<file path="src/sv/assert_macros.svh">
// Assertion macros shared by the ordered queue RTL.
// Included by modules that carry concurrent checks; no other dependencies.
`ifndef ASSERT_MACROS_SVH
`define ASSERT_MACROS_SVH

`ifndef SYNTHESIS
// Property must hold at every clock edge outside reset.
`define OQR_ASSERT(label, clk, rst_n, prop, msg) \
  label: assert property (@(posedge clk) disable iff (!rst_n) (prop)) else $error(msg);
// Condition must never be true outside reset.
`define OQR_ASSERT_NEVER(label, clk, rst_n, cond, msg) \
  label: assert property (@(posedge clk) disable iff (!rst_n) !(cond)) else $error(msg);
`else
`define OQR_ASSERT(label, clk, rst_n, prop, msg)
`define OQR_ASSERT_NEVER(label, clk, rst_n, cond, msg)
`endif

`endif

</file>
<file path="src/sv/oqr_pkg.sv">
// Package for the ordered queue with remove-by-key: sizes, codes, cell control.
// No dependencies.
package oqr_pkg;

  localparam int QUEUE_DEPTH = 16;
  localparam int PID_W       = 16;
  localparam int CNT_W       = $clog2(QUEUE_DEPTH + 1);

  typedef enum logic [1:0] {
    ST_OK        = 2'd0,
    ST_EMPTY     = 2'd1,
    ST_NOT_FOUND = 2'd2,
    ST_FULL      = 2'd3
  } status_e;

  typedef enum logic {
    CMD_INSERT = 1'b0,
    CMD_DELETE = 1'b1
  } cmd_e;

  // Broadcast from the controller to every cell.
  typedef struct packed {
    logic             match_en;  // latch compare result
    logic             ins_en;    // tail cell loads key
    logic             del_en;    // cells at/after the hit take neighbor data
    logic [PID_W-1:0] key;
  } cell_ctrl_t;

endpackage

</file>
<file path="src/sv/oqr_if.sv">
// Valid/ready channel interfaces for commands and responses.
// Depends on oqr_pkg.
interface oqr_cmd_if;
  import oqr_pkg::*;
  logic             valid;
  logic             ready;
  logic             cmd;
  logic [PID_W-1:0] pid;

  modport source (output valid, output cmd, output pid, input ready);
  modport sink   (input valid, input cmd, input pid, output ready);
endinterface

interface oqr_rsp_if;
  import oqr_pkg::*;
  logic             valid;
  logic             ready;
  logic [1:0]       status;
  logic [CNT_W-1:0] count;
  logic [PID_W-1:0] head_pid;

  modport source (output valid, output status, output count, output head_pid, input ready);
  modport sink   (input valid, input status, input count, input head_pid, output ready);
endinterface

</file>
<file path="src/sv/oqr_cell.sv">
// One queue slot: holds an identifier, compares it with the key, and
// closes up the gap by taking its neighbor's entry. Depends on oqr_pkg.
module oqr_cell
  import oqr_pkg::*;
(
  input  logic             clk_i,
  input  logic             rst_ni,
  input  cell_ctrl_t       ctrl_i,
  input  logic             live_i,     // slot holds a queued entry
  input  logic             tail_i,     // slot is the first free one
  input  logic             sel_i,      // a match exists closer to the head
  input  logic [PID_W-1:0] nbr_data_i, // entry of the slot behind this one
  output logic             sel_o,
  output logic             match_o,
  output logic [PID_W-1:0] data_o
);

  logic [PID_W-1:0] data_q;
  logic             match_q, match_d;

  assign match_d = live_i && (data_q == ctrl_i.key);
  assign sel_o   = sel_i | match_q;
  assign match_o = match_q;
  assign data_o  = data_q;

  always_ff @(posedge clk_i or negedge rst_ni) begin
    if (!rst_ni) begin
      match_q <= 1'b0;
    end else if (ctrl_i.match_en) begin
      match_q <= match_d;
    end
  end

  always_ff @(posedge clk_i) begin
    if (ctrl_i.ins_en && tail_i) begin
      data_q <= ctrl_i.key;
    end else if (ctrl_i.del_en && sel_o) begin
      data_q <= nbr_data_i;
    end
  end

endmodule

</file>
<file path="src/sv/ordered_queue_remove_by_key.sv">
// Ordered queue of process identifiers with remove-by-key.
// Channels: cmd_i (sink) carries cmd (0 insert at tail, 1 delete first match)
// and pid; rsp_o (source) returns status, count and head_pid for each
// command, exactly one response per command transaction.
// Storage is a row of QUEUE_DEPTH cells; the head sits in cell 0. A delete
// compares all cells in parallel, then every cell at or behind the first
// hit loads its neighbor's entry in the same update.
// Steps: a command is accepted in S_IDLE, compared in S_MATCH, and the
// cells and the response register are updated in S_SHIFT. A new command
// is taken only after the response of the last one is registered; the
// compare and update steps through the cell row set the command pace.
// The response sits in an output register: while the receiver stalls, the
// next command is still accepted and compared, and its update waits until
// the register is free.
// Reset empties the queue (count 0); cell contents are not cleared.
// Depends on oqr_pkg, oqr_if, oqr_cell and assert_macros.svh.
`include "assert_macros.svh"

module ordered_queue_remove_by_key
  import oqr_pkg::*;
(
  input  logic  clk_i,
  input  logic  rst_ni,
  oqr_cmd_if.sink   cmd_i,
  oqr_rsp_if.source rsp_o
);

  typedef enum logic [2:0] {
    S_IDLE  = 3'b001,
    S_MATCH = 3'b010,
    S_SHIFT = 3'b100
  } state_e;

  state_e           state_q, state_d;
  logic             cmd_q;
  logic [PID_W-1:0] key_q;
  logic [CNT_W-1:0] count_q, count_d;

  logic             rsp_valid_q;
  status_e          rsp_status_q, status_d;
  logic [CNT_W-1:0] rsp_count_q;
  logic [PID_W-1:0] rsp_head_q, head_d;

  logic             in_fire, load_out, hit, is_del;
  cell_ctrl_t       ctrl;

  logic [QUEUE_DEPTH-1:0] live, tail, match, sel_in, sel_out;
  logic [PID_W-1:0]       cell_data [QUEUE_DEPTH];

  assign cmd_i.ready = (state_q == S_IDLE);
  assign in_fire     = cmd_i.valid && cmd_i.ready;
  assign load_out    = (state_q == S_SHIFT) && (!rsp_valid_q || rsp_o.ready);
  assign is_del      = (cmd_q == CMD_DELETE);
  assign hit         = |match;

  // Cell row
  for (genvar i = 0; i < QUEUE_DEPTH; i++) begin : g_cell
    assign live[i] = (CNT_W'(i) < count_q);
    assign tail[i] = (CNT_W'(i) == count_q);
    if (i == 0) begin : g_first
      assign sel_in[i] = 1'b0;
    end else begin : g_rest
      assign sel_in[i] = sel_out[i-1];
    end
    if (i == QUEUE_DEPTH - 1) begin : g_last
      oqr_cell u_cell (
        .clk_i      (clk_i),
        .rst_ni     (rst_ni),
        .ctrl_i     (ctrl),
        .live_i     (live[i]),
        .tail_i     (tail[i]),
        .sel_i      (sel_in[i]),
        .nbr_data_i (cell_data[i]),
        .sel_o      (sel_out[i]),
        .match_o    (match[i]),
        .data_o     (cell_data[i])
      );
    end else begin : g_mid
      oqr_cell u_cell (
        .clk_i      (clk_i),
        .rst_ni     (rst_ni),
        .ctrl_i     (ctrl),
        .live_i     (live[i]),
        .tail_i     (tail[i]),
        .sel_i      (sel_in[i]),
        .nbr_data_i (cell_data[i+1]),
        .sel_o      (sel_out[i]),
        .match_o    (match[i]),
        .data_o     (cell_data[i])
      );
    end
  end

  // Command outcome, evaluated in the update step
  always_comb begin
    status_d = ST_OK;
    count_d  = count_q;
    if (!is_del) begin
      if (count_q == CNT_W'(QUEUE_DEPTH)) begin
        status_d = ST_FULL;
      end else begin
        count_d = count_q + CNT_W'(1);
      end
    end else if (count_q == '0) begin
      status_d = ST_EMPTY;
    end else if (!hit) begin
      status_d = ST_NOT_FOUND;
    end else begin
      count_d = count_q - CNT_W'(1);
    end
  end

  // Head after the update
  always_comb begin
    if (count_d == '0) begin
      head_d = '0;
    end else if (is_del && hit && match[0]) begin
      head_d = cell_data[1];
    end else if (!is_del && count_q == '0) begin
      head_d = key_q;
    end else begin
      head_d = cell_data[0];
    end
  end

  always_comb begin
    ctrl.match_en = (state_q == S_MATCH);
    ctrl.ins_en   = load_out && !is_del && (status_d == ST_OK);
    ctrl.del_en   = load_out && is_del && (status_d == ST_OK);
    ctrl.key      = key_q;
  end

  always_comb begin
    state_d = state_q;
    unique case (state_q)
      S_IDLE:  if (in_fire) state_d = S_MATCH;
      S_MATCH: state_d = S_SHIFT;
      S_SHIFT: if (load_out) state_d = S_IDLE;
      default: state_d = S_IDLE;
    endcase
  end

  always_ff @(posedge clk_i or negedge rst_ni) begin
    if (!rst_ni) begin
      state_q     <= S_IDLE;
      count_q     <= '0;
      rsp_valid_q <= 1'b0;
    end else begin
      state_q <= state_d;
      if (load_out) begin
        count_q     <= count_d;
        rsp_valid_q <= 1'b1;
      end else if (rsp_o.ready) begin
        rsp_valid_q <= 1'b0;
      end
    end
  end

  always_ff @(posedge clk_i) begin
    if (in_fire) begin
      cmd_q <= cmd_i.cmd;
      key_q <= cmd_i.pid;
    end
    if (load_out) begin
      rsp_status_q <= status_d;
      rsp_count_q  <= count_d;
      rsp_head_q   <= head_d;
    end
  end

  assign rsp_o.valid    = rsp_valid_q;
  assign rsp_o.status   = rsp_status_q;
  assign rsp_o.count    = rsp_count_q;
  assign rsp_o.head_pid = rsp_head_q;

  `OQR_ASSERT_NEVER(a_count_range, clk_i, rst_ni, count_q > CNT_W'(QUEUE_DEPTH), "count beyond depth")
  `OQR_ASSERT(a_ins_grows, clk_i, rst_ni, (load_out && !is_del && status_d == ST_OK) |=> (count_q == $past(count_q) + CNT_W'(1)), "insert did not grow queue")
  `OQR_ASSERT(a_fail_holds, clk_i, rst_ni, (load_out && status_d != ST_OK) |=> $stable(count_q), "refused command changed count")
  `OQR_ASSERT(a_empty_head, clk_i, rst_ni, (rsp_valid_q && rsp_count_q == '0) |-> (rsp_head_q == '0), "empty queue reports nonzero head")
  `OQR_ASSERT(a_rsp_count, clk_i, rst_ni, (rsp_valid_q && state_q == S_IDLE) |-> (rsp_count_q == count_q), "response count differs from queue count")

endmodule

</file>
<file path="src/flat_wrapper.sv">
// flat-port wrapper written by rule: the top's interface ports become plain ports
module ordered_queue_remove_by_key_flat import oqr_pkg::*;
  (clk_i, rst_ni, cmd_i_valid, cmd_i_cmd, cmd_i_pid, cmd_i_ready, rsp_o_valid, rsp_o_status, rsp_o_count, rsp_o_head_pid, rsp_o_ready);
  oqr_cmd_if cmd_i_i ();
  oqr_rsp_if rsp_o_i ();
  input  logic clk_i;
  input  logic rst_ni;
  input wire logic [$bits(cmd_i_i.valid)-1:0] cmd_i_valid;
  input wire logic [$bits(cmd_i_i.cmd)-1:0] cmd_i_cmd;
  input wire logic [$bits(cmd_i_i.pid)-1:0] cmd_i_pid;
  output wire logic [$bits(cmd_i_i.ready)-1:0] cmd_i_ready;
  output wire logic [$bits(rsp_o_i.valid)-1:0] rsp_o_valid;
  output wire logic [$bits(rsp_o_i.status)-1:0] rsp_o_status;
  output wire logic [$bits(rsp_o_i.count)-1:0] rsp_o_count;
  output wire logic [$bits(rsp_o_i.head_pid)-1:0] rsp_o_head_pid;
  input wire logic [$bits(rsp_o_i.ready)-1:0] rsp_o_ready;
  assign cmd_i_i.valid = cmd_i_valid;
  assign cmd_i_i.cmd = cmd_i_cmd;
  assign cmd_i_i.pid = cmd_i_pid;
  assign cmd_i_ready = cmd_i_i.ready;
  assign rsp_o_valid = rsp_o_i.valid;
  assign rsp_o_status = rsp_o_i.status;
  assign rsp_o_count = rsp_o_i.count;
  assign rsp_o_head_pid = rsp_o_i.head_pid;
  assign rsp_o_i.ready = rsp_o_ready;
  ordered_queue_remove_by_key u_core (.clk_i(clk_i), .rst_ni(rst_ni), .cmd_i(cmd_i_i), .rsp_o(rsp_o_i));
endmodule
</file>
<file path="config.mk">
export PLATFORM = sky130hd
export DESIGN_NAME = ordered_queue_remove_by_key_flat
export DESIGN_NICKNAME = d
export VERILOG_FILES = /design/src/sv/oqr_pkg.sv /design/src/sv/oqr_if.sv /design/src/sv/oqr_cell.sv /design/src/sv/ordered_queue_remove_by_key.sv /design/src/flat_wrapper.sv
export VERILOG_INCLUDE_DIRS = /design/src /design/src/sv
export SDC_FILE = /design/constraint.sdc
export NUM_CORES = 1
export LEC_CHECK = 0
export BUFFER_PORTS_ARGS = -buffer_cell sky130_fd_sc_hd__buf_2
export CORE_MARGIN = 1.5
export CORE_UTILIZATION = 31
export CTS_BUF_LIST = sky130_fd_sc_hd__clkbuf_2 sky130_fd_sc_hd__clkbuf_4 sky130_fd_sc_hd__clkbuf_8
export DETAILED_ROUTE_END_ITERATION = 7
export SYNTH_ARGS = -nofsm -noshare
export SYNTH_HDL_FRONTEND = slang
export SYNTH_SLANG_ARGS = --single-unit
</file>
<file path="constraint.sdc">
create_clock -name clk_i -period 5.8 [get_ports clk_i]
set_input_delay 0.29 -clock clk_i [delete_from_list [all_inputs] [get_ports clk_i]]
set_output_delay 0.29 -clock clk_i [all_outputs]
set_load 0.05 [all_outputs]
</file>
== Yosys cells after proc, flatten, opt, wreduce, memory -nomap -nowiden ==
Cells that the tools add are included.

* Reductions and logical operators: 80
* Equality and inequality tests: 37
* $add $sub $neg: 2
* Bitwise gates (word level): 14
* Mux-type cells: 45
* $lt $le $gt $ge: 16

{| class="wikitable"
|+ Operator list
! operator !! number
|-
| $mux 16 || 32
|-
| $eq 16x16->1 || 16
|-
| $logic_and 1x1->1 || 56
|-
| $eq 4x5->1 const A || 8
|-
| $lt 4x5->1 const A || 8
|-
| $reduce_bool 2->1 || 16
|-
| $eq 3x5->1 const A || 4
|-
| $lt 3x5->1 const A || 4
|-
| $mux 5 || 4
|-
| $reduce_or 16->1 || 1
|-
| $or 1x1->1 || 14
|-
| $eq 2x5->1 const A || 2
|-
| $logic_not 5->1 || 2
|-
| $lt 1x5->1 const A || 2
|-
| $lt 2x5->1 const A || 2
|-
| $pmux 3 s3 || 1
|-
| $mux 2 || 4
|-
| $mux 3 || 2
|-
| $add 5x1->5 const B || 1
|-
| $eq 1x5->1 const A || 1
|-
| $eq 5x5->1 const B || 1
|-
| $sub 5x1->5 const B || 1
|-
| $eq 3x1->1 const B || 1
|-
| $eq 3x2->1 const B || 1
|-
| other kinds (8) || 10
|}

* Bits in registers: 321
* Output and inout bits: 25

== Longest topological paths before layout ==
Gate-level depths: netlist (run 1).

* Depth in word-level cells: 17
* Depth in mapped cells: 12
* Gate-level depth less buffers: 8

== Cells and area by module ==
A second synthesis (run 1) with hierarchy kept.

* Cells, all modules: 1230
* Area, all modules: 17148.9 um^2

{| class="wikitable"
|+ By module, submodules not included
! module !! times used !! cells an instance !! area an instance (um^2)
|-
| oqr_cell || 16 || 62 || 904.6
|-
| ordered_queue_remove_by_key || 1 || 238 || 2675.1
|}

== Worst setup path after synthesis (run 1) ==
OpenSTA, ideal clock, no wires.

* Path kind: reg2reg
* From: register u_core.rsp_valid_q (netlist: u_core.rsp_o.valid)
* To: register u_core.g_cell[14].g_mid.u_cell.data_q[0], enable pin
* Setup slack: 1.713 ns
* Cell stages (with the launch flop): 9
* Data arrival time: 3.676 ns
* Library setup time: 0.411 ns
* Buffers on the path: 3
* Cell sequence: dfrtp_1 > nor2b_1 > or2_1 > clkbuf_1 > inv_2 > clkbuf_1 > nand2_1 > clkbuf_1 > o21ai_0

* Longest elaborated chain between the ends: 7
* Elaborated cells on any way between the ends: 10

{| class="wikitable"
|+ Ends and longest elaborated chain
! item !! line !! RTL
|-
| from (decl) || ordered_queue_remove_by_key.sv:39 || <nowiki>logic rsp_valid_q;</nowiki>
|-
| from (signal assigned) || ordered_queue_remove_by_key.sv:147 || <nowiki>rsp_valid_q <= 1'b0;</nowiki>
|-
| from (signal assigned) || ordered_queue_remove_by_key.sv:152 || <nowiki>rsp_valid_q <= 1'b1;</nowiki>
|-
| from (signal assigned) || ordered_queue_remove_by_key.sv:154 || <nowiki>rsp_valid_q <= 1'b0;</nowiki>
|-
| $logic_not 1->1 (*) || ordered_queue_remove_by_key.sv:52 || <nowiki>assign load_out = (state_q == S_SHIFT) && (!rsp_valid_q || rsp_o.ready);</nowiki>
|-
| $logic_or 1x1->1 (*) || ordered_queue_remove_by_key.sv:52 ||
|-
| $logic_and 1x1->1 (*) || ordered_queue_remove_by_key.sv:52 ||
|-
| net u_core.load_out || ordered_queue_remove_by_key.sv:44 || <nowiki>logic in_fire, load_out, hit, is_del;</nowiki>
|-
| $logic_and 1x1->1 (on tied branches) (2 in series) || ordered_queue_remove_by_key.sv:128, ordered_queue_remove_by_key.sv:129 ||
|-
| $logic_and 1x1->1 (on tied branches) || oqr_cell.sv:35, oqr_cell.sv:37 ||
|-
| $reduce_bool 2->1 (no line) (*) || - ||
|-
| to (signal assigned) || oqr_cell.sv:36 || <nowiki>data_q <= ctrl_i.key;</nowiki>
|-
| to (signal assigned) || oqr_cell.sv:38 || <nowiki>data_q <= nbr_data_i;</nowiki>
|-
| to (decl) || oqr_cell.sv:18 || <nowiki>logic [PID_W-1:0] data_q;</nowiki>
|}

The timed path passes the listed nets; every way through them passes the cells marked *.
A chain may end at the register's enable or synchronous reset.

== Worst setup path after layout (run 1) ==
* From: register u_core.count_q[0]
* To: register u_core.g_cell[1].g_mid.u_cell.data_q[0], enable pin

* Longest elaborated chain between the ends: 7
* Elaborated cells on any way between the ends: 12

{| class="wikitable"
|+ Ends and longest elaborated chain
! item !! line !! RTL
|-
| from (decl) || ordered_queue_remove_by_key.sv:37 || <nowiki>logic [CNT_W-1:0] count_q, count_d;</nowiki>
|-
| from (signal assigned) || ordered_queue_remove_by_key.sv:151 || <nowiki>count_q <= count_d;</nowiki>
|-
| $eq 5x5->1 / $logic_not 5->1 (equally long branches) || ordered_queue_remove_by_key.sv:99, ordered_queue_remove_by_key.sv:104 ||
|-
| $mux 2 (on tied branches) || ordered_queue_remove_by_key.sv:99, ordered_queue_remove_by_key.sv:104 ||
|-
| $mux 2 || ordered_queue_remove_by_key.sv:98 || <nowiki>if (!is_del) begin</nowiki>
|-
| $logic_not 2->1 || ordered_queue_remove_by_key.sv:128, ordered_queue_remove_by_key.sv:129 ||
|-
| $logic_and 1x1->1 (on tied branches) || ordered_queue_remove_by_key.sv:128, ordered_queue_remove_by_key.sv:129 ||
|-
| $logic_and 1x1->1 (on tied branches) || oqr_cell.sv:35, oqr_cell.sv:37 ||
|-
| $reduce_bool 2->1 (no line) (*) || - ||
|-
| to (signal assigned) || oqr_cell.sv:36 ||
|-
| to (signal assigned) || oqr_cell.sv:38 ||
|-
| to (decl) || oqr_cell.sv:18 ||
|}

Mark *: on every way between the ends. The rest lies on a longest branch, timed or not.

==> results of run 1 <==
-- cells in the mapped netlist, types with 5 or more instances --
cell type	instances	area, um^2
inv_1	5	18.8
xnor2_1	130	1140
buf_2	13	65.1
nand3_1	13	65.1
o21ai_0	36	180
xor2_1	128	1120
mux2_1	104	1170
a21oi_1	49	245
nor3_1	20	100
ha_1	5	62.6
nor2_1	16	60.1
clkbuf_1	76	285
a21oi_2	10	87.6
nand2b_1	5	31.3
nand2_1	49	184
dfrtp_1	24	601
nor4_1	32	200
buf_1	16	60.1
mux2_2	137	1540
nand4_1	36	225
edfxtp_1	296	8890
and2_1	6	37.5
-- where the power goes --
group          switching [mW]  leakage (nW)  total [mW]  internal (mW)
Sequential              0.124          3.01        2.73           2.61
Combinational           0.830          2.77        1.24          0.413
Clock                   0.937         0.591        2.07           1.13
Total                    1.89          6.37        6.04           4.15
-- timing repair --
action	4_1_cts	5_1_grt
setup endpoints to repair	0	0
setup buffers	0	0
hold buffers	20	0
resized for setup	0	0
endpoints found under the hold margin	44	0
-- placed cells by master, fill, tap and decap left out, drive strengths merged, types with 5 or more instances in the layout --
cell	instances
nor3	22
nor4	33
nand2	52
xor2	128
ha	5
mux2	241
o21ai	38
buf	77
nor2	17
and2	6
a21oi	59
edfxtp	296
nand4	36
dlygate4sd3	20
nand2b	5
dfrtp	24
clkinv	9
nand3	13
xnor2	130
clkbuf	87
inv	8
-- state kept, by name (all words and copies together), names as in the netlist --
| register | flops |
|---|---|
| u_core.state_q | 3 |
| u_core.rsp_o.valid | 1 |
| u_core.g_cell.g_mid.u_cell.match_o | 15 |
| u_core.count_q | 5 |
| u_core.cmd_q | 1 |
| u_core.rsp_o.head_pid | 16 |
| u_core.g_cell.g_mid.u_cell.data_o | 240 |
| u_core.rsp_o.count | 5 |
| u_core.g_cell.g_last.u_cell.match_o | 1 |
| u_core.g_cell.g_last.u_cell.data_o | 16 |
| u_core.key_q | 16 |
| u_core.rsp_o.status | 2 |
-- kinds of logic after synthesis --
logic type | Yosys count
AO/OA/AOI/OAI | 131
XOR/XNOR | 258
adder cells (fa/ha/maj) | 5
buffers and inverters | 118
flip-flops | 321
multiplexers | 241
AND/OR/NAND/NOR | 206
-- final timing paths --
check	endpoint	from	depth (start not counted)	slack, ps
worst max register to register	u_core.g_cell[1].g_mid.u_cell.data_o[0]	u_core.count_q[0]	7	1550
worst max-delay path	u_core.g_cell[1].g_mid.u_cell.data_o[0]	u_core.count_q[0]	7	1550
min in group clk_i	u_core.key_q[3]	cmd_i_pid[3]	2	360
worst min-delay path	u_core.rsp_o.valid	rst_ni	2	190
worst min register to register	u_core.g_cell[7].g_mid.u_cell.match_o	u_core.g_cell[7].g_mid.u_cell.match_o	2	480
max in group asynchronous	u_core.g_cell[7].g_mid.u_cell.match_o	rst_ni	2	5200
-- stage by stage --
| step | hold WS [ps] | worst slack (ps) | utilization | cell area, um^2 | total power, mW |
|---|---|---|---|---|---|
| CTS | 158 | 1600 | 0.355 | 19200 | 6.11 |
| global route | 206 | 1230 | 0.355 | 19200 | 6.32 |
| detailed placement | 332 | 1580 | 0.331 | 17900 | 4.01 |
| global placement | 329 | 1860 | 0.331 | 17900 | 3.99 |
| floorplan | -5.59 | 1710 | - | 17000 | 3.70 |
| finish | 185 | 1550 | 0.355 | 19200 | 6.04 |
-- routing by layer --
| layer | routed length (um) | GRT usage | up-vias | part of all wire |
|---|---|---|---|---|
| met5 | 0 | 0 | - | 0 |
| met4 | 936 | 0.0457 | 0 | 0.024 |
| met3 | 1470 | 0.0249 | 68 | 0.038 |
| met2 | 18300 | 0.230 | 195 | 0.48 |
| met1 | 17500 | 0.177 | 5013 | 0.46 |
| li1 | - | - | 4799 | - |
-- worst max-delay path: stages (launching register included) --
cell,delay [ps]
dfrtp_1,570
inv_1,230
ha_1,340
or4b_1,620
nand2_1,210
a21oi_1,280
nand2_1,420
o21ai_1,1170
-- final cells by class --
class | instances | area, um^2
flip-flops and latches | 321 | 9520
well taps | 696 | 871
multi-input cells | 841 | 7040
diodes | 1 | 2.50
fillers | 5137 | 34900
clock inverters | 12 | 62.6
inverters | 6 | 22.5
repair buffers | 97 | 666
clock buffers | 87 | 1040
==> results.py, run 1 <==
metrics = {
    "routing": {
        "drc": 0,
        "vias": 10100,
        "drt-total-wl_um": 38200,
        "postRouteAntennaNets": 0,
        "drt_first_pass_iters": 5,
        "drt_iter0_drc": 631,
        "viasPerCell": 4.89,
        "post_drt_wl_per_cell_um": 18.6,
    },
    "synth": {
        "syn_area_um2": 17000,
        "synth_warnings": 0,
        "ys.flop_type": "edfxtp_1",
        "synthXorXnorAreaFrac": 0.133,
        "yosys.area_share.simple": 0.0666,
        "synth_compound_area_frac": 0.0504,
        "synth_top_family_by_area": "multiplexers",
        "synthCells": 1280,
        "synthAdderAreaFrac": 0.00367,
        "ys_seq_area_frac": 0.558,
        "syn_area_per_cell_um2": 13.3,
        "synth_edf_count": 296,
        "synth-seq-cells": 321,
        "synth-async-reset-ratio": 0.0779,
        "synth_cell_types": 64,
        "synth.net_count": 1306,
        "synthMuxAreaShare": 0.159,
    },
    "timing": {
        "finalMaxSlewViolations": 0,
        "final-hold-violation-count": 0,
        "fin_skew_ps": 28.8,
        "slew_headroom": 0.120,
        "layout_min_cycle_time_ps": 4250,
        "fmax_ghz": 0.235,
        "rsz0062_at_grt": "false",
        "period_share": 0.733,
        "tns_ps": 0,
        "tightest_slew_ps": 1310,
        "setup_violations": 0,
    },
    "place": {
        "gp_congestion": 0.810,
        "io_buffer_count": 45,
        "dpl.cell_count": 1941,
        "dp_hpwl_um": 25600,
    },
    "setup_path": {
        "crit_fanout": 19,
        "startpoint_type": "flop",
        "critPathArrivalTime_ps": 4490,
        "setup.worst_path.end_class": "flop",
        "required_ps": 6040,
        "critical_path_class": "flop to flop",
    },
    "clock_network": {
        "cts_root_buf": "clkbuf_8",
        "cts.path.max_buffers": 3,
        "clock_latency_ps": 640,
        "clkSlewWorstSetupHoldPaths_ps": 60,
        "cts_tree": "done",
        "h-tree-depth": 2,
        "numCtsBuffers": 53,
        "clock_sinks": 321,
    },
    "layout": {
        "drive_gt1_frac": 0.250,
        "fin_cells": 2061,
        "syn2layout_area_growth_pct": 12.7,
        "layout.nets": 1346,
    },
    "floorplan": {
        "die_area_um2": 56400,
        "core-area_um2": 54100,
        "die_y_um": 237,
        "die_w_um": 237,
        "start_util": 0.315,
        "num_io_pins": 46,
        "row_count": 85,
    },
    "global_route": {
        "grt_pass1_wl_um": 60300,
        "gr-total-overflow": 0,
        "gr-usage-all-layers": 0.137,
        "grt_max_degree": 35,
        "antenna_found_initial": 1,
        "grt_pass1_vias": 10600,
    },
    "worst_hold_path": {
        "hp-class": "input pin to async pin",
    },
    "power": {
        "vdd_drop_max_mv": 0.205,
        "power_density_nw_per_um2": 314,
        "leakage_nw": 6.37,
    },
    "job": {
        "maxCapViolCount": 0,
    },
    "status": {
        "status": "complete, no violations",
    },
}
Power figures use the tool's default switching activity.
==> run 2, diff against run 1 <==
==> constraint.sdc (replaced) <==
create_clock -name clk_i -period 3.5 [get_ports clk_i]
set_input_delay 0.175 -clock clk_i [delete_from_list [all_inputs] [get_ports clk_i]]
set_output_delay 0.175 -clock clk_i [all_outputs]
set_load 0.05 [all_outputs]
==> run 2 against run 1 <==
Final cell count is 1.6% higher. Critical endpoint is now u_core.g_cell[13].g_mid.u_cell.data_o[9]. Non-clock buffer count is 34 higher. Critical path type unchanged. Register-to-register slack worse by 1000 ps.
==> results.py, run 2 (synthesized netlist as in run 1, its figures left out) <==
metrics = {
    "power": {
        "leakage_nw": 6.49,
        "power_density_nw_per_um2": 517,
        "p_comb_frac": 0.223,
        "clkPwrFrac": 0.323,
        "p_switching_mw": 3.18,
        "p_int_mw": 6.87,
        "p_seq_frac": 0.453,
        "switching_share": 0.316,
        "vdd_drop_max_mv": 0.357,
    },
    "timing": {
        "slew_headroom": 0.113,
        "tns_ps": 0,
        "rsz0062_at_grt": "false",
        "fin_skew_ps": 20.6,
        "tightest_slew_ps": 1330,
        "period_share": 0.846,
        "fmax_ghz": 0.338,
        "layout_min_cycle_time_ps": 2960,
        "setup_ws_ps": 538,
        "finalMaxSlewViolations": 0,
        "setup_violations": 0,
        "final-hold-violation-count": 0,
    },
    "global_route": {
        "grt_max_degree": 34,
        "gr-usage-all-layers": 0.143,
        "antenna_found_initial": 1,
        "grt_pass1_vias": 10800,
        "gr-total-overflow": 0,
        "grt_pass1_wl_um": 63100,
    },
    "layout": {
        "syn2layout_area_growth_pct": 14.0,
        "n_fill_cell": 5187,
        "layout.nets": 1380,
        "final_cell_mix": "296 x edfxtp_1, 137 x mux2_2, 130 x xnor2_1",
        "fin_util": 0.359,
        "largest_reg_flops": 240,
        "multi_input_area_um2": 7030,
        "drive_gt1_frac": 0.257,
        "regArea_um2": 9520,
        "final_common_cell": "edfxtp_1",
    },
    "setup_path": {
        "crit_start": "u_core.count_q[1]",
        "reg2regPathDepth": 8,
        "setup.worst_path.end_class": "flop",
        "reg2reg_to": "u_core.g_cell[13].g_mid.u_cell.data_o[9]",
        "critPathCapture": "u_core.g_cell[13].g_mid.u_cell.data_o[9]",
        "crit_fanout": 16,
        "critical_path_class": "flop to flop",
        "ff2ff_setup_slack_ps": 540,
        "startpoint_type": "flop",
        "required_ps": 3830,
        "critPathArrivalTime_ps": 3290,
        "timing.rr.start": "u_core.count_q[1]",
    },
    "routing": {
        "vias": 10400,
        "drt_iter0_drc": 733,
        "postRouteAntennaNets": 0,
        "post_drt_wl_per_cell_um": 19.3,
        "drc": 0,
        "drt-total-wl_um": 40400,
        "viasPerCell": 4.99,
        "drt_first_pass_iters": 5,
    },
    "worst_hold_path": {
        "hp-class": "input pin to async pin",
    },
    "clock_network": {
        "h-tree-depth": 2,
        "postCtsHoldBufs": 20,
        "cts_tree": "done",
        "cts_root_buf": "clkbuf_8",
        "cts_resized": 0,
        "cts_setup_buffers": 0,
        "clock_latency_ps": 600,
        "clkSlewWorstSetupHoldPaths_ps": 60,
        "clock_sinks": 321,
        "numCtsBuffers": 53,
        "cts.path.max_buffers": 3,
    },
    "place": {
        "io_buffer_count": 45,
        "gp_congestion": 0.812,
        "pre_cts_slack_ps": 529,
        "dp_hpwl_um": 27800,
    },
    "status": {
        "status": "complete, no violations",
    },
    "floorplan": {
        "die_y_um": 237,
        "row_count": 85,
        "core-area_um2": 54100,
        "start_util": 0.315,
        "num_io_pins": 46,
        "die_w_um": 237,
        "die_area_um2": 56400,
    },
    "job": {
        "maxCapViolCount": 0,
    },
}
run 2: through the flow:
step           power [mW]  hold WS [ps]  cell area [um^2]  cells
3_5_place_dp         6.85           223             18200   1975
5_1_grt              10.5           173             19400   2093
6_report             10.1           157             19400   2093
2_1_floorplan        6.13          -121             17000   1280
3_3_place_gp         6.83           226             18200   1975
4_1_cts              10.1           103             19400   2092
run 2: how the worst min path moves through the flow:
stage / start / endpoint / depth (start not counted)
finish: rst_ni / u_core.count_q[4] / 2
global placement: rst_ni / u_core.rsp_o.valid / 1
CTS: rst_ni / u_core.g_cell[4].g_mid.u_cell.match_o / 2
floorplan: rst_ni / u_core.count_q[0] / 0
detailed placement: rst_ni / u_core.rsp_o.valid / 1
global route: rst_ni / u_core.state_q[1] / 2
run 2: layout make-up:
class / instances / area share
antenna: 1 / 0.000129
clock buffer: 71 / 0.0445
clock inverter: 26 / 0.00837
inverter: 6 / 0.00116
multi-input combinational: 841 / 0.362
sequential: 321 / 0.490
tap: 696 / 0.0448
timing repair buffer: 131 / 0.0493
run 2: critical path, stage by stage, from the launching register on:
cell and delay, ps:
dfrtp_1 500, inv_1 130, ha_1 370, or4b_1 500
nand2_1 150, a21oi_1 100, nand2_1 500, o22ai_1 190
buf_4 250
run 2: per-layer routing:
layer	wire length, um	vias up	part of all wire	track usage
met2	18800	223	0.46	0.228
li1	-	4861	-	-
met5	0	-	0	0
met4	1030	0	0.025	0.0473
met3	1640	69	0.041	0.0233
met1	19000	5288	0.47	0.197
run 2: power groups by stage:
| stage | combinational, mW | clock [mW] | sequential [mW] |
|---|---|---|---|
| after floorplan | 1.63 | 0 | 4.49 |
| after global placement | 2.20 | 0 | 4.63 |
| after detailed placement | 2.22 | 0 | 4.63 |
| after CTS | 2.25 | 3.34 | 4.56 |
| after global routing | 2.43 | 3.51 | 4.57 |
| final | 2.25 | 3.25 | 4.56 |
==> run 3, diff against run 2 <==
==> constraint.sdc (replaced) <==
create_clock -name clk_i -period 2.75 [get_ports clk_i]
set_input_delay 0.1375 -clock clk_i [delete_from_list [all_inputs] [get_ports clk_i]]
set_output_delay 0.1375 -clock clk_i [all_outputs]
set_load 0.05 [all_outputs]
==> run 3 against run 2 <==
Via count shrank 0.57%. Cell area is 2.3% higher. Die area unchanged. Largest power group unchanged. Core utilization grew 0.84 points. Clock skew up 9.9 ps. Clock power rose by 33%.
==> results.py, run 3 (synthesized netlist as in run 1, its figures left out) <==
metrics = {
    "timing": {
        "tns_ps": 0,
        "period_share": 0.943,
        "tightest_slew_ps": 827,
        "slew_headroom": 0.449,
        "layout_min_cycle_time_ps": 2590,
        "setup_violations": 0,
        "fmax_ghz": 0.386,
        "rsz0062_at_grt": "true",
        "final-hold-violation-count": 0,
        "finalMaxSlewViolations": 0,
        "fin_skew_ps": 30.5,
    },
    "global_route": {
        "use_met1": 0.194,
        "busiest_layer": "met2",
        "grt_pass1_wl_um": 63800,
        "met2_usage": 0.241,
        "grt_pass1_vias": 10900,
        "met3_usage": 0.0204,
        "antenna_found_initial": 3,
        "gr-usage-all-layers": 0.145,
        "grt_max_degree": 34,
        "gr-total-overflow": 0,
    },
    "floorplan": {
        "die_y_um": 237,
        "start_util": 0.315,
        "die_w_um": 237,
        "num_io_pins": 46,
        "core-area_um2": 54100,
        "row_count": 85,
        "die_area_um2": 56400,
    },
    "status": {
        "status": "complete, no violations",
    },
    "setup_path": {
        "critPathArrivalTime_ps": 2950,
        "setup.worst_path.end_class": "flop",
        "cp_cell_sequence": "or4_4 > or4_4 > o21ai_2 > o221ai_2 > a211oi_4 > buf_12 > a21oi_1",
        "crit_fanout": 16,
        "critPathTopFamily": "simple AND/OR/NAND/NOR gates",
        "path_buf_inv": 1,
        "critical_path_class": "flop to flop",
        "crit_slowest_cell": "or4_4",
        "critical_path.most_common_cell": "or4_4",
        "cpPeakStageDelay_ps": 590,
        "required_ps": 3100,
        "startpoint_type": "flop",
    },
    "place": {
        "place_area_um2": 18600,
        "gp_congestion": 0.839,
        "dp_hpwl_um": 27900,
        "dpl.cell_count": 1985,
        "io_buffer_count": 45,
    },
    "clock_network": {
        "cts_tree": "done",
        "cts.path.max_buffers": 3,
        "clock_sinks": 321,
        "h-tree-depth": 2,
        "cts_root_buf": "clkbuf_8",
        "clock_latency_ps": 620,
        "clkSlewWorstSetupHoldPaths_ps": 60,
        "numCtsBuffers": 54,
        "cts_setup_buffers": 0,
    },
    "layout": {
        "fin_cells": 2109,
        "final_common_cell": "edfxtp_1",
        "final_cell_mix": "296 x edfxtp_1, 137 x mux2_2, 130 x xnor2_1",
        "drive_gt1_frac": 0.285,
        "largest_reg_flops": 240,
        "layout.nets": 1392,
        "stdcell_area_um2": 19900,
        "syn2layout_area_growth_pct": 16.6,
    },
    "power": {
        "p_comb_frac": 0.237,
        "leakage_nw": 6.67,
        "p_seq_frac": 0.434,
        "p_int_mw": 8.93,
        "switching_share": 0.317,
        "vdd_drop_max_mv": 0.580,
        "power_mw": 13.1,
        "power_density_nw_per_um2": 658,
        "p_switching_mw": 4.15,
        "clkPwrFrac": 0.330,
    },
    "routing": {
        "drt_first_pass_iters": 5,
        "drt-total-wl_um": 41000,
        "vias": 10400,
        "post_drt_wl_per_cell_um": 19.4,
        "drc": 0,
        "drt_iter0_drc": 622,
        "viasPerCell": 4.92,
        "postRouteAntennaNets": 0,
    },
    "job": {
        "maxCapViolCount": 0,
    },
    "worst_hold_path": {
        "hp-class": "input pin to async pin",
    },
}
-- run 3: routing by layer --
| metal | part of all wire | up-vias | routed length (um) |
|---|---|---|---|
| li1 | - | 4898 | - |
| met1 | 0.46 | 5205 | 18900 |
| met2 | 0.48 | 206 | 19500 |
| met3 | 0.037 | 72 | 1500 |
| met4 | 0.026 | 0 | 1080 |
| met5 | 0 | - | 0 |
-- run 3: metrics by stage --
step	worst slack, ps	hold slack, ps	utilization
5_1_grt	-3.74	95.4	0.367
6_report	157	57.1	0.367
3_5_place_dp	106	181	0.343
4_1_cts	32.1	31.7	0.367
3_3_place_gp	98.4	177	0.343
2_1_floorplan	22.4	-158	-
-- run 3: worst paths after layout --
| kind | startpoint | to | slack [ps] | cells past startpoint |
|---|---|---|---|---|
| max | u_core.g_cell[9].g_mid.u_cell.match_o | u_core.rsp_o.head_pid[3] | 160 | 7 |
| max reg2reg | u_core.g_cell[9].g_mid.u_cell.match_o | u_core.rsp_o.head_pid[3] | 160 | 7 |
| min in group clk_i | cmd_i_cmd | u_core.cmd_q | 220 | 2 |
| min | rst_ni | u_core.state_q[1] | 60 | 2 |
| min reg2reg | u_core.g_cell[7].g_mid.u_cell.match_o | u_core.g_cell[7].g_mid.u_cell.match_o | 500 | 2 |
| max in group asynchronous | rst_ni | u_core.g_cell[9].g_mid.u_cell.match_o | 2270 | 2 |
-- run 3: layout make-up --
type / count / area (um^2)
Timing Repair Buffer: 141 / 1160
Multi-Input combinational cell: 842 / 7210
Inverter: 6 / 22.5
Antenna cell: 2 / 5.00
Fill cell: 5145 / 34300
Sequential cell: 321 / 9520
Tap cell: 696 / 871
Clock buffer: 84 / 1010
Clock inverter: 17 / 87.6
-- run 3: power groups by stage --
stage               combinational [mW]  sequential (mW)  clock, mW
global route                      3.36             5.68       4.61
finish                            3.10             5.67       4.31
floorplan                         2.10             5.72          0
detailed placement                3.07             5.77          0
global placement                  3.04             5.77          0
CTS                               3.11             5.67       4.42
-- run 3: repair_timing --
item	CTS	global route
setup endpoints to repair	0	136
hold buffers	20	0
hold endpoints to repair	48	0
resized for setup	0	6
